[config.mk]
export PLATFORM = sky130hd
export DESIGN_NAME = three_axis_data_validity_monitor_unit
export DESIGN_NICKNAME = d
export VERILOG_FILES = /design/src/design/tadvm_pkg.sv /design/src/design/three_axis_data_validity_monitor_unit.sv
export SDC_FILE = /design/constraint.sdc
export NUM_CORES = 1
export LEC_CHECK = 0
export BUFFER_PORTS_ARGS = -buffer_cell sky130_fd_sc_hd__buf_2
export CORE_AREA = 2 2 208 210
export CTS_BUF_LIST = sky130_fd_sc_hd__clkbuf_8
export CTS_CLUSTER_SIZE = 25
export DETAILED_ROUTE_END_ITERATION = 10
export DIE_AREA = 0 0 210 212
export GPL_TIMING_DRIVEN = 0
export SYNTH_ARGS = -nofsm -noshare
export SYNTH_HDL_FRONTEND = slang
export SYNTH_SLANG_ARGS = --single-unit
[constraint.sdc]
create_clock -name aclk -period 14.05 [get_ports aclk]
set_clock_uncertainty 0.15 [all_clocks]
set_input_delay 1.405 -clock aclk [delete_from_list [all_inputs] [get_ports aclk]]
set_output_delay 1.405 -clock aclk [all_outputs]
set_load 0.01 [all_outputs]
[src/design/tadvm_pkg.sv]
package tadvm_pkg;

    localparam int SAMPLE_BITS = 16;

    localparam int CFG_INDEX_BITS = 3;
    localparam int CFG_DATA_BITS  = 16;

    localparam logic [CFG_INDEX_BITS-1:0] REG_OPERATING_MODE    = 3'd0;
    localparam logic [CFG_INDEX_BITS-1:0] REG_JERK_LIMIT        = 3'd1;
    localparam logic [CFG_INDEX_BITS-1:0] REG_ABS_LIMIT         = 3'd2;
    localparam logic [CFG_INDEX_BITS-1:0] REG_PACKET_FAIL_LIMIT = 3'd3;
    localparam logic [CFG_INDEX_BITS-1:0] REG_AXIS_FAIL_LIMIT   = 3'd4;

    localparam logic [7:0] MODE_FULL_A = 8'd11;
    localparam logic [7:0] MODE_LIMITS = 8'd33;
    localparam logic [7:0] MODE_FULL_B = 8'd44;

    localparam logic [7:0]  RST_OPERATING_MODE    = 8'd0;
    localparam logic [15:0] RST_JERK_LIMIT        = 16'd200;
    localparam logic [14:0] RST_ABS_LIMIT         = 15'd2560;
    localparam logic [7:0]  RST_PACKET_FAIL_LIMIT = 8'd20;
    localparam logic [7:0]  RST_AXIS_FAIL_LIMIT   = 8'd10;

    localparam logic [15:0] OVR_AXIS_X   = 16'h0100;
    localparam logic [15:0] OVR_AXIS_Y   = 16'h0400;
    localparam logic [15:0] OVR_AXIS_Z   = 16'h0800;
    localparam logic [15:0] OVR_SEC_MASK = 16'h00E0;

    typedef struct packed {
        logic                          timeout;
        logic                          header_ok;
        logic                          checksum_ok;
        logic                          payload_ok;
        logic                          switched_over;
        logic signed [SAMPLE_BITS-1:0] new_x;
        logic signed [SAMPLE_BITS-1:0] new_y;
        logic signed [SAMPLE_BITS-1:0] new_z;
        logic signed [SAMPLE_BITS-1:0] prev_x;
        logic signed [SAMPLE_BITS-1:0] prev_y;
        logic signed [SAMPLE_BITS-1:0] prev_z;
    } in_word_t;

    typedef struct packed {
        logic signed [SAMPLE_BITS-1:0] out_x;
        logic signed [SAMPLE_BITS-1:0] out_y;
        logic signed [SAMPLE_BITS-1:0] out_z;
        logic                          packet_failed;
        logic                          any_fault_seen;
        logic [6:0]                    inter_status;
        logic [15:0]                   latched_status;
        logic [2:0]                    axis_failed;
        logic                          secondary_failed;
    } out_word_t;

endpackage

[src/design/three_axis_data_validity_monitor_unit.sv]
// path: input accept to result valid runs through the input register and the result register
// throughput: one word per cycle unless m_ready stalls; set by the single-pass check logic
// the input stage takes a new word while a finished result waits, if the input register is empty
// reset: synchronous active-low aresetn clears valids, counters and latches,
// and loads the default limits and mode
module three_axis_data_validity_monitor_unit #(
    parameter int COUNT_BITS = 8
) (
    input  logic                                 aclk,
    input  logic                                 aresetn,
    input  logic                                 s_valid,
    output logic                                 s_ready,
    input  tadvm_pkg::in_word_t                  s_data,
    output logic                                 m_valid,
    input  logic                                 m_ready,
    output tadvm_pkg::out_word_t                 m_data,
    input  logic                                 cfg_valid,
    output logic                                 cfg_ready,
    input  logic [tadvm_pkg::CFG_INDEX_BITS-1:0] cfg_index,
    input  logic [tadvm_pkg::CFG_DATA_BITS-1:0]  cfg_data
);
    import tadvm_pkg::*;

    localparam int EW = ((SAMPLE_BITS > 16) ? SAMPLE_BITS : 16) + 2;
    localparam int LW = (COUNT_BITS > 8) ? COUNT_BITS : 8;
    localparam logic [COUNT_BITS-1:0] CMAX = {COUNT_BITS{1'b1}};

    // configuration
    logic [7:0]  mode_reg;
    logic [15:0] jerk_limit_reg;
    logic [14:0] abs_limit_reg;
    logic [7:0]  pkt_limit_reg;
    logic [7:0]  axis_limit_reg;

    // pipeline
    logic      in_valid_reg;
    in_word_t  in_reg;
    logic      out_valid_reg;
    out_word_t out_reg;
    logic      adv;

    // monitor state
    logic [COUNT_BITS-1:0] pkt_cnt_reg, pkt_cnt_next;
    logic [COUNT_BITS-1:0] axis_cnt_reg [3];
    logic [COUNT_BITS-1:0] axis_cnt_next [3];
    logic [15:0] overall_reg, overall_next;
    logic [2:0]  axis_fail_reg, axis_fail_next;
    logic        sec_fail_reg, sec_fail_next;
    logic        fault_reg, fault_next;
    logic        xmark_reg, xmark_next;
    out_word_t   out_next;

    logic full, lim33, bad, pkt_reject, chk;
    logic [COUNT_BITS-1:0] pkt_inc;
    logic signed [SAMPLE_BITS-1:0] new_s  [3];
    logic signed [SAMPLE_BITS-1:0] prev_s [3];
    logic signed [SAMPLE_BITS-1:0] cur_s  [3];
    logic signed [SAMPLE_BITS-1:0] res_s  [3];
    logic signed [EW-1:0] diff [3];
    logic signed [EW-1:0] mag  [3];
    logic signed [EW-1:0] cur_e [3];
    logic signed [EW-1:0] lim_e, jerk_e;
    logic [2:0] out_of, mark, restore, jerk_fail;
    logic [COUNT_BITS-1:0] axis_inc [3];
    logic [15:0] axis_bit [3];

    assign cfg_ready = 1'b1;
    assign adv       = in_valid_reg && (!out_valid_reg || m_ready);
    assign s_ready   = !in_valid_reg || adv;
    assign m_valid   = out_valid_reg;
    assign m_data    = out_reg;

    assign axis_bit[0] = OVR_AXIS_X;
    assign axis_bit[1] = OVR_AXIS_Y;
    assign axis_bit[2] = OVR_AXIS_Z;

    always_ff @(posedge aclk) begin
        if (!aresetn) begin
            mode_reg       <= RST_OPERATING_MODE;
            jerk_limit_reg <= RST_JERK_LIMIT;
            abs_limit_reg  <= RST_ABS_LIMIT;
            pkt_limit_reg  <= RST_PACKET_FAIL_LIMIT;
            axis_limit_reg <= RST_AXIS_FAIL_LIMIT;
        end else if (cfg_valid) begin
            unique case (cfg_index)
                REG_OPERATING_MODE:    mode_reg       <= cfg_data[7:0];
                REG_JERK_LIMIT:        jerk_limit_reg <= cfg_data;
                REG_ABS_LIMIT:         abs_limit_reg  <= cfg_data[14:0];
                REG_PACKET_FAIL_LIMIT: pkt_limit_reg  <= cfg_data[7:0];
                REG_AXIS_FAIL_LIMIT:   axis_limit_reg <= cfg_data[7:0];
                default: ;
            endcase
        end
    end

    always_ff @(posedge aclk) begin
        if (!aresetn) begin
            in_valid_reg  <= 1'b0;
            out_valid_reg <= 1'b0;
        end else begin
            if (s_ready) begin
                in_valid_reg <= s_valid;
            end
            if (adv) begin
                out_valid_reg <= 1'b1;
            end else if (m_ready) begin
                out_valid_reg <= 1'b0;
            end
        end
    end

    always_ff @(posedge aclk) begin
        if (s_ready && s_valid) begin
            in_reg <= s_data;
        end
        if (adv) begin
            out_reg <= out_next;
        end
    end

    always_ff @(posedge aclk) begin
        if (!aresetn) begin
            pkt_cnt_reg   <= '0;
            overall_reg   <= '0;
            axis_fail_reg <= '0;
            sec_fail_reg  <= 1'b0;
            fault_reg     <= 1'b0;
            xmark_reg     <= 1'b0;
            for (int i = 0; i < 3; i++) begin
                axis_cnt_reg[i] <= '0;
            end
        end else if (adv) begin
            pkt_cnt_reg   <= pkt_cnt_next;
            overall_reg   <= overall_next;
            axis_fail_reg <= axis_fail_next;
            sec_fail_reg  <= sec_fail_next;
            fault_reg     <= fault_next;
            xmark_reg     <= xmark_next;
            for (int i = 0; i < 3; i++) begin
                axis_cnt_reg[i] <= axis_cnt_next[i];
            end
        end
    end

    assign new_s[0]  = in_reg.new_x;
    assign new_s[1]  = in_reg.new_y;
    assign new_s[2]  = in_reg.new_z;
    assign prev_s[0] = in_reg.prev_x;
    assign prev_s[1] = in_reg.prev_y;
    assign prev_s[2] = in_reg.prev_z;

    assign lim_e  = signed'(EW'(abs_limit_reg));
    assign jerk_e = signed'(EW'(jerk_limit_reg));

    always_comb begin
        full  = (mode_reg == MODE_FULL_A) || (mode_reg == MODE_FULL_B);
        lim33 = (mode_reg == MODE_LIMITS);
        chk   = full || lim33;
        bad   = in_reg.timeout || !in_reg.header_ok || !in_reg.checksum_ok ||
                !in_reg.payload_ok;
        pkt_reject = bad && full;

        overall_next   = overall_reg;
        axis_fail_next = axis_fail_reg;
        sec_fail_next  = sec_fail_reg;
        fault_next     = fault_reg || pkt_reject;

        // packet check
        pkt_inc = (pkt_cnt_reg == CMAX) ? pkt_cnt_reg : pkt_cnt_reg + 1'b1;
        if (pkt_reject) begin
            pkt_cnt_next = pkt_inc;
            if (LW'(pkt_inc) >= LW'(pkt_limit_reg)) begin
                overall_next   = overall_next | OVR_AXIS_X | OVR_AXIS_Y | OVR_AXIS_Z |
                                 OVR_SEC_MASK;
                axis_fail_next = 3'b111;
                sec_fail_next  = 1'b1;
            end
        end else if (LW'(pkt_cnt_reg) < LW'(pkt_limit_reg)) begin
            pkt_cnt_next = '0;
        end else begin
            pkt_cnt_next = pkt_cnt_reg;
        end

        // per-axis checks
        xmark_next = xmark_reg;
        for (int i = 0; i < 3; i++) begin
            cur_s[i] = pkt_reject ? prev_s[i] : new_s[i];
            cur_e[i] = EW'(cur_s[i]);
            diff[i]  = cur_e[i] - EW'(prev_s[i]);
            mag[i]   = diff[i][EW-1] ? -diff[i] : diff[i];
            jerk_fail[i] = mag[i] > jerk_e;
            out_of[i] = (cur_e[i] > lim_e) || (cur_e[i] < -lim_e);
            if (i == 0) begin
                if (out_of[i] && chk) begin
                    xmark_next = in_reg.switched_over ? xmark_reg : 1'b1;
                end else begin
                    xmark_next = 1'b0;
                end
                mark[i] = xmark_next;
            end else begin
                mark[i] = out_of[i] && chk;
            end
            restore[i] = mark[i] && ((!pkt_reject && full) || lim33);

            axis_inc[i] = (axis_cnt_reg[i] == CMAX) ? axis_cnt_reg[i]
                                                    : axis_cnt_reg[i] + 1'b1;
            res_s[i] = cur_s[i];
            if (restore[i]) begin
                fault_next       = 1'b1;
                res_s[i]         = prev_s[i];
                axis_cnt_next[i] = axis_inc[i];
                if (LW'(axis_inc[i]) >= LW'(axis_limit_reg)) begin
                    overall_next      = overall_next | axis_bit[i];
                    axis_fail_next[i] = 1'b1;
                end
            end else if (LW'(axis_cnt_reg[i]) < LW'(axis_limit_reg)) begin
                axis_cnt_next[i] = '0;
            end else begin
                axis_cnt_next[i] = axis_cnt_reg[i];
            end
        end

        out_next.out_x            = res_s[0];
        out_next.out_y            = res_s[1];
        out_next.out_z            = res_s[2];
        out_next.packet_failed    = pkt_reject;
        out_next.any_fault_seen   = fault_next;
        out_next.inter_status     = {jerk_fail, 1'b0, out_of & {3{chk}}};
        out_next.latched_status   = overall_next;
        out_next.axis_failed      = axis_fail_next;
        out_next.secondary_failed = sec_fail_next;
    end

endmodule

# == After elaboration in Yosys (flattened, before gate mapping) ==
# Memories as Yosys holds them, arrays and structs flattened.
# Index checks and enable logic that the tools add are counted.
# op_classes
add_sub_neg,11
bitwise,4
n_reduce_logical,37
magnitude_cmp,17
n_eq_ne,11
mux,53
# op_table
operator,count
$mux 8,15
$mux 16,6
$gt 18x17->1,3
$lt 16x18->1,3
$mux 18,3
$neg 17->18,3
$sub 16x16->17,3
$gt 16x16->1,3
$mux 12,4
$add 8x1->8 const B,4
$eq 8x8->1 const B,4
$ge 8x8->1,4
$lt 8x8->1,4
$mux 11,2
$mux 1,19
$mux 9,2
$neg 15->18,1
$eq 8x6->1 const B,2
$logic_or 1x1->1,12
$reduce_and 2->1,6
$logic_and 1x1->1,10
$eq 8x4->1 const B,1
$eq 3x2->1 const B,2
$logic_not 1->1,6
other kinds (7),11
# totals
register_bits,264
elab_cells,167
n_memories,1
output_inout_bits,80
in_bits,125
mem_bits_rw,24
# mem_list
name,depth,word_bits,rd,rd_clocked_by_memory_dff,write_ports,line,text
axis_cnt_reg,3,8,3,0,3,three_axis_data_validity_monitor_unit.sv:44,logic [COUNT_BITS-1:0] axis_cnt_reg [3];

# == Depth between registers and ports, before layout ==
# Gate-level depths: netlist (run 1).
# depth
ltp_word,16
ltp_mapped,29
depth_no_buf,25

# == Least setup slack after synthesis (run 1) ==
# No wires, ideal clock.
# synth_path
path_type,flip-flop to flip-flop
from,register mode_reg[1]
to,"register out_reg, in the netlist m_data[24] (data pin)"
synth_period_minus_slack_ps,6145
required_time_ps,13644
setup_time_ps,256
stages_incl_launch_ff,29
path_buffers,4
arrival_ps,5739
setup_slack_ps,7905
cell_sequence,dfxtp_1 > and4bb_1 > a31oi_1 > or3_4 > buf_2 > clkbuf_1 > buf_1 > mux2i_1 > ha_1 > inv_1 > fa_1 > a211oi_2 > nor2_1 > o31ai_1 > a211oi_1 > o21ai_0 > a21oi_1 > o21ai_0 > clkbuf_1 > nand2_1 > xnor2_1 > ha_1 > a21o_1 > a21o_1 > a211oi_1 > o21ai_0 > a221oi_1 > a41oi_1 > a31o_2
# synth_via
elab_chain_len,8
# synth_lines
item,line,text
"start, declared",three_axis_data_validity_monitor_unit.sv:29,logic [7:0] mode_reg;
"start signal, assigned",three_axis_data_validity_monitor_unit.sv:86,REG_OPERATING_MODE: mode_reg <= cfg_data[7:0];
$eq 8x4->1 or $eq 8x6->1 (tied branches),three_axis_data_validity_monitor_unit.sv:156,full = (mode_reg == MODE_FULL_A) || (mode_reg == MODE_FULL_B);
$logic_or 1x1->1 (*),three_axis_data_validity_monitor_unit.sv:156,
$logic_and 1x1->1 (*),three_axis_data_validity_monitor_unit.sv:161,pkt_reject = bad && full;
$mux 16 (*),three_axis_data_validity_monitor_unit.sv:187,cur_s[i] = pkt_reject ? prev_s[i] : new_s[i];
$sub 16x16->17 (*),three_axis_data_validity_monitor_unit.sv:189,diff[i] = cur_e[i] - EW'(prev_s[i]);
$neg 17->18,three_axis_data_validity_monitor_unit.sv:190,mag[i] = diff[i][EW-1] ? -diff[i] : diff[i];
$mux 18 (*),three_axis_data_validity_monitor_unit.sv:190,
$gt 18x17->1 (*),three_axis_data_validity_monitor_unit.sv:191,jerk_fail[i] = mag[i] > jerk_e;
net jerk_fail[0],three_axis_data_validity_monitor_unit.sv:63,"logic [2:0] out_of, mark, restore, jerk_fail;"
"end signal, assigned",three_axis_data_validity_monitor_unit.sv:117,out_reg <= out_next;
"end, declared",three_axis_data_validity_monitor_unit.sv:39,out_word_t out_reg;
# The timed path passes the listed nets; every way through them passes the cells marked *.
# A chain may end at the register's enable or synchronous reset.

# == Final worst setup path (run 1) ==
# layout_path
from,register mode_reg[1]
to,"register out_reg, in the netlist m_data[26] (data pin)"
# Same word-level chain as after synthesis.

==> flow_metrics.py, run 1 <==
metrics = {
    "power": {
        "power_w": 0.00218,
        "leakage_nw": 9.14,
        "p_per_area_mw_per_mm2": 102,
        "ir_worst_vdd_uv": 68.1,
    },
    "synthesis": {
        "yosysTopAreaCellShare_pct": 30.5,
        "synth_area_leader_cell": "edfxtp_1",
        "synthCells": 1955,
        "ys.flop_type": "edfxtp_1",
        "synthTopCellsByArea": "edfxtp_1 30%, ha_1 17%, dfxtp_1 8.2%",
        "synth-warning-count": 0,
        "async_flop_share_pct": 0,
        "avgSynthCellArea_um2": 9.62,
        "synth-edff-count": 191,
        "synth.distinct_cells": 82,
        "synth_seq_cells": 268,
        "seq_area_frac_synth_pct": 38.7,
        "syn_area_mm2": 0.0188,
    },
    "layout": {
        "largest_register_ffs": 101,
        "drive_above_1_share_pct": 16.6,
        "synthToLayoutAreaGrowth_pct": 14.3,
        "final_common_cell": "ha_1",
        "seq_area_mm2": 0.00728,
        "final_cell_mix": "260 x ha_1, 220 x nand2_1, 198 x buf_2",
        "fill_cells": 3920,
        "nets": 2595,
        "multi_input_area_mm2": 0.0107,
    },
    "place": {
        "dpl.hpwl_um": 41300,
        "pre_cts_ws_ns": 5.65,
        "routabilityCongestion": 0.923,
        "portBuffers": 191,
    },
    "detailed_routing": {
        "vias": 15356,
        "remaining_drc_errors": 0,
        "first_iter_violations": 1063,
        "ant_nets": 0,
        "wire_per_inst_um": 19.0,
        "dr.pass1.iters": 5,
        "routed_wirelength_um": 53000,
        "vias_per_cell": 5.49,
    },
    "worst_setup_path": {
        "critPathCaptureType": "flip-flop",
        "cpMostUsedCell": "o21ai_0",
        "critical_path_arrival_ns": 8.82,
        "critPathTopFamily": "compound AO/OA/AOI/OAI gates",
        "cpMaxStageDelayCell": "mux2i_1",
        "cp_num_buf_inv": 5,
        "cp_data_required_time_ns": 14.29,
        "critPathKind": "reg2reg",
        "slowest_delay_ns": 1.00,
        "startpoint_type": "flip-flop",
        "worstPathMaxFanout": 10,
    },
    "clock_tree": {
        "postCtsHoldBufs": 0,
        "clk_pin_slew_worst_paths_ns": 0.06,
        "cts_made_buffers": 48,
        "clk-insertion-delay-late_ns": 0.65,
        "clock-sinks": 268,
        "cts_tree": "yes",
        "ctsResizeCount": 0,
        "cts_setup_buffers": 0,
        "cts-root-buf": "clkbuf_8",
        "cts_buffer_depth": 3,
        "cts.htree.levels": 2,
    },
    "sta": {
        "period_share_pct": 61.1,
        "maxSlewHeadroom_pct": 22.3,
        "tightestPinTransition_ns": 1.13,
        "rsz0062_at_grt": "no",
        "fmax_mhz": 117,
        "setup-violations-final": 0,
        "whs_ns": 0.303,
        "fin_setup_tns_ns": 0,
        "fin_crit_ns": 8.58,
        "finalHoldViolations": 0,
        "worst_slack_ns": 5.47,
        "slew_violations": 0,
    },
    "grt": {
        "overflow": 0,
        "antenna_found_initial": 4,
        "first_global_vias": 15082,
        "grt_use_total_pct": 23.8,
        "grt_pass1_wl_um": 81800,
        "grt_max_degree": 75,
    },
    "worst_hold_path": {
        "min_path_type": "reg2reg",
    },
    "floorplan": {
        "initial_core_util_pct": 44.3,
        "io_pins": 205,
        "coreArea_mm2": 0.0425,
        "die_h_um": 212,
        "die_w_um": 210,
        "rows": 76,
        "dieArea_mm2": 0.0445,
    },
    "job": {
        "cap_violations": 0,
    },
    "run_status": {
        "status": "finished clean",
    },
}
kinds of logic after synthesis:
| kind of cell | Yosys count | synth area share [%] |
|---|---|---|
| mux | 58 | 3.44 |
| fa+ha+maj | 263 | 17.6 |
| xor+xnor | 105 | 4.89 |
| flops | 268 | 38.7 |
| buf+inv | 202 | 4.46 |
| other cells | 2 | 0.0399 |
| simple gates | 593 | 15.3 |
| compound gates | 464 | 15.6 |
synth_stat cells, types with 4 or more instances:
master     number
a221oi_1        4
buf_2           7
or2_2          15
mux2_2         49
inv_1         137
and2_1          6
a32oi_1         8
nor3_1         40
edfxtp_1      191
xor2_1         21
nand4_1        41
nor4b_1         6
o211ai_1       17
nor4_1         10
o21a_1         25
o31ai_1         6
o21ai_0       121
buf_4          13
and3_1          8
xnor2_1        84
nand3_1        41
a21o_1         60
dfxtp_1        77
nor2b_1        35
nand2b_1       38
ha_1          260
mux2i_1         8
clkbuf_1       37
nand2_1       220
a31oi_1        11
or3_1          11
a21oi_1       139
o2111ai_1       5
nor2_1        102
a2111oi_0       6
o21bai_1        4
nor3b_1         9
a211oi_1       13
final timing paths:
path	from	end	slack [ns]	depth (start not counted)
hold reg to reg	sec_fail_reg	sec_fail_reg	0.30	1
setup reg to reg	mode_reg[1]	m_data[26]	5.47	27
setup / recovery	mode_reg[1]	m_data[26]	5.47	27
hold / removal	sec_fail_reg	sec_fail_reg	0.30	1
final cells by class:
cell class                 instances  area share [%]
inverter                         139            2.45
multi-input combinational       1495            49.9
clock inverter                    32           0.809
tap                              546            3.18
clock buffer                      58            3.71
sequential                       268            33.8
buffer                            63            1.47
antenna                            4          0.0465
timing repair buffer             192            4.57
worst register-to-register path: cells and delay by family, from the launching register on:
kind                       cells  cell delay, ns
AOI/OAI and AO/OA             13            2.96
buffers and inverters          5            1.84
adders and majority gates      3            1.05
muxes                          1            1.00
and+or+nand+nor                4            0.82
DFF                            1            0.37
xor gates and xnor gates       1            0.15
where the power goes:
| group | switching (W) | total (W) | internal (W) |
|---|---|---|---|
| Sequential | 0.0000183 | 0.000906 | 0.000888 |
| Combinational | 0.000312 | 0.000543 | 0.000231 |
| Clock | 0.000355 | 0.000736 | 0.000381 |
| Total | 0.000685 | 0.00218 | 0.00150 |
metrics by stage:
stage          instance area, µm²  util (%)  cells
2_1_floorplan               18800         -   1965
3_3_place_gp                20500      48.2   2702
3_5_place_dp                20500      48.3   2703
4_1_cts                     21500      50.6   2793
5_1_grt                     21500      50.6   2797
6_report                    21500      50.6   2797
metal layers:
metal | vias to the layer above | GRT usage [%] | wire length [µm]
li1 | 7643 | - | -
met1 | 7193 | 29.9 | 23000
met2 | 435 | 41.3 | 25300
met3 | 85 | 3.93 | 2930
met4 | 0 | 9.07 | 1780
met5 | - | 0 | 0
No activity file was read; power rests on OpenSTA's default activity.
==> run 2: changes to the inputs <==
Clock period 14.05 ns to 8.6 ns, I/O delays scaled along.
==> flow_metrics.py, run 2 (synthesis gave the netlist of run 1 again) <==
metrics = {
    "floorplan": {
        "initial_core_util_pct": 44.3,
        "coreArea_mm2": 0.0425,
        "die_w_um": 210,
        "io_pins": 205,
        "dieArea_mm2": 0.0445,
        "die_h_um": 212,
        "rows": 76,
    },
    "sta": {
        "rsz0062_at_grt": "yes",
        "maxSlewHeadroom_pct": 25.1,
        "worst_slack_ns": 0.554,
        "fin_crit_ns": 8.05,
        "period_share_pct": 93.6,
        "finalHoldViolations": 0,
        "fmax_mhz": 124,
        "slew_violations": 0,
        "tightestPinTransition_ns": 1.11,
        "setup-violations-final": 0,
        "fin_setup_tns_ns": 0,
    },
    "detailed_routing": {
        "first_iter_violations": 1019,
        "dr.pass1.iters": 5,
        "wire_per_inst_um": 19.0,
        "ant_nets": 0,
        "routed_wirelength_um": 53000,
        "vias": 15330,
        "vias_per_cell": 5.48,
        "remaining_drc_errors": 0,
    },
    "worst_setup_path": {
        "reg2reg_slack_ns": 0.55,
        "cpMostUsedCell": "o21ai_0",
        "cp-startpoint": "mode_reg[1]",
        "critPathCaptureType": "flip-flop",
        "critPathKind": "reg2reg",
        "critical_path_arrival_ns": 8.28,
        "critPathTopFamily": "compound AO/OA/AOI/OAI gates",
        "cp_num_cells": 27,
        "worstPathMaxFanout": 10,
        "critPathCapture": "m_data[26]",
        "cpMaxStageDelayCell": "mux2i_2",
        "r2r-start": "mode_reg[1]",
        "cp_data_required_time_ns": 8.83,
        "startpoint_type": "flip-flop",
        "slowest_delay_ns": 0.68,
        "cp_num_buf_inv": 5,
        "r2r_end": "m_data[26]",
        "worst-r2r-cell-count": 27,
    },
    "power": {
        "p_seq_share_pct": 41.5,
        "leakage_nw": 9.14,
        "p_comb_share_pct": 24.8,
        "p_clk_share_pct": 33.7,
        "swShare_pct": 31.3,
        "ir_worst_vdd_uv": 111,
        "power_switching_w": 0.00112,
        "p_per_area_mw_per_mm2": 166,
        "power_w": 0.00357,
        "p_int_w": 0.00245,
    },
    "worst_hold_path": {
        "holdPathStages": 1,
        "min_path_type": "in2reg",
    },
    "grt": {
        "antenna_found_initial": 4,
        "grt_max_degree": 75,
        "overflow": 0,
        "grt_pass1_wl_um": 81800,
        "grt_use_total_pct": 23.8,
        "first_global_vias": 15082,
    },
    "clock_tree": {
        "postCtsHoldBufs": 0,
        "cts_tree": "yes",
        "ctsResizeCount": 0,
        "clk-insertion-delay-late_ns": 0.65,
        "cts.htree.levels": 2,
        "cts_setup_buffers": 0,
        "cts-root-buf": "clkbuf_8",
        "clk_pin_slew_worst_paths_ns": 0.06,
        "clock-sinks": 268,
        "cts_made_buffers": 48,
        "cts_buffer_depth": 3,
    },
    "place": {
        "routabilityCongestion": 0.923,
        "dp.cells": 2703,
        "pre_cts_ws_ns": 0.202,
        "portBuffers": 191,
        "dpl.hpwl_um": 41300,
    },
    "layout": {
        "final_cells": 2797,
        "largest_register_ffs": 101,
        "fin_util_pct": 50.6,
        "seq_area_mm2": 0.00728,
        "fill_cells": 3918,
        "nets": 2595,
        "synthToLayoutAreaGrowth_pct": 14.4,
        "drive_above_1_share_pct": 16.8,
        "multi_input_area_mm2": 0.0107,
        "final_cell_mix": "260 x ha_1, 220 x nand2_1, 198 x buf_2",
        "final_common_cell": "ha_1",
    },
    "run_status": {
        "status": "finished clean",
    },
    "job": {
        "cap_violations": 0,
    },
}
## run 2: changes by cell type in the layout (fill, tap and decap cells not counted)
cell / change
mux2i_2: +2
mux2i_1: -2
buf_1: -1
clkbuf_2: +1
## run 2: cell type report
class | count | share of cell area (%)
multi-input cells | 1495 | 49.9
flip-flops and latches | 268 | 33.8
repair buffers | 192 | 4.57
clock buffers | 58 | 3.71
well taps | 546 | 3.18
inverters | 139 | 2.45
plain buffers | 63 | 1.48
clock inverters | 32 | 0.808
diodes | 4 | 0.0465
## run 2: worst register-to-register path: stages, from the launching register on
cell      delay [ns]
dfxtp_1         0.37
and4bb_1        0.26
a31oi_1         0.18
or3_4           0.23
buf_2           0.37
clkbuf_1        0.48
clkbuf_2        0.43
mux2i_2         0.68
ha_1            0.31
inv_1           0.06
fa_1            0.40
a211oi_1        0.37
o31ai_2         0.20
o31ai_2         0.36
o21ai_0         0.18
and3_1          0.22
o21ai_0         0.39
clkbuf_1        0.35
nand2_1         0.11
xnor2_1         0.15
ha_1            0.30
a21o_1          0.19
a21o_1          0.18
a211oi_1        0.23
o21ai_0         0.11
a221oi_1        0.29
a41o_1          0.17
o31ai_1         0.09
## run 2: stage by stage
step,hold WS [ns],cell area (µm²)
after CTS,0.193,21500
after global placement,0.290,20500
after floorplan,0.282,18800
after global routing,0.206,21500
final,0.241,21500
after detailed placement,0.294,20500
## run 2: worst min path at each step
| stage | from | to |
|---|---|---|
| detailed placement | sec_fail_reg | sec_fail_reg |
| global placement | overall_reg[7] | overall_reg[7] |
| finish | s_data[60] | in_reg[60] |
| floorplan | overall_reg[5] | overall_reg[5] |
| CTS | s_data[68] | in_reg[68] |
| global route | s_data[60] | in_reg[60] |
## run 2: power by group through the flow
| stage | sequential [W] | clock (W) | combinational [W] |
|---|---|---|---|
| after global placement | 0.00151 | 0 | 0.000842 |
| after detailed placement | 0.00151 | 0 | 0.000872 |
| final | 0.00148 | 0.00120 | 0.000887 |
| after floorplan | 0.00151 | 0 | 0.000632 |
| after CTS | 0.00148 | 0.00124 | 0.000881 |
| after global routing | 0.00149 | 0.00129 | 0.00100 |
## run 2: layer usage
| metal | global-route usage [%] | wire, µm |
|---|---|---|
| met5 | 0 | 0 |
| met4 | 9.07 | 1690 |
| met3 | 3.93 | 2910 |
| met2 | 41.3 | 25400 |
| met1 | 29.9 | 23100 |
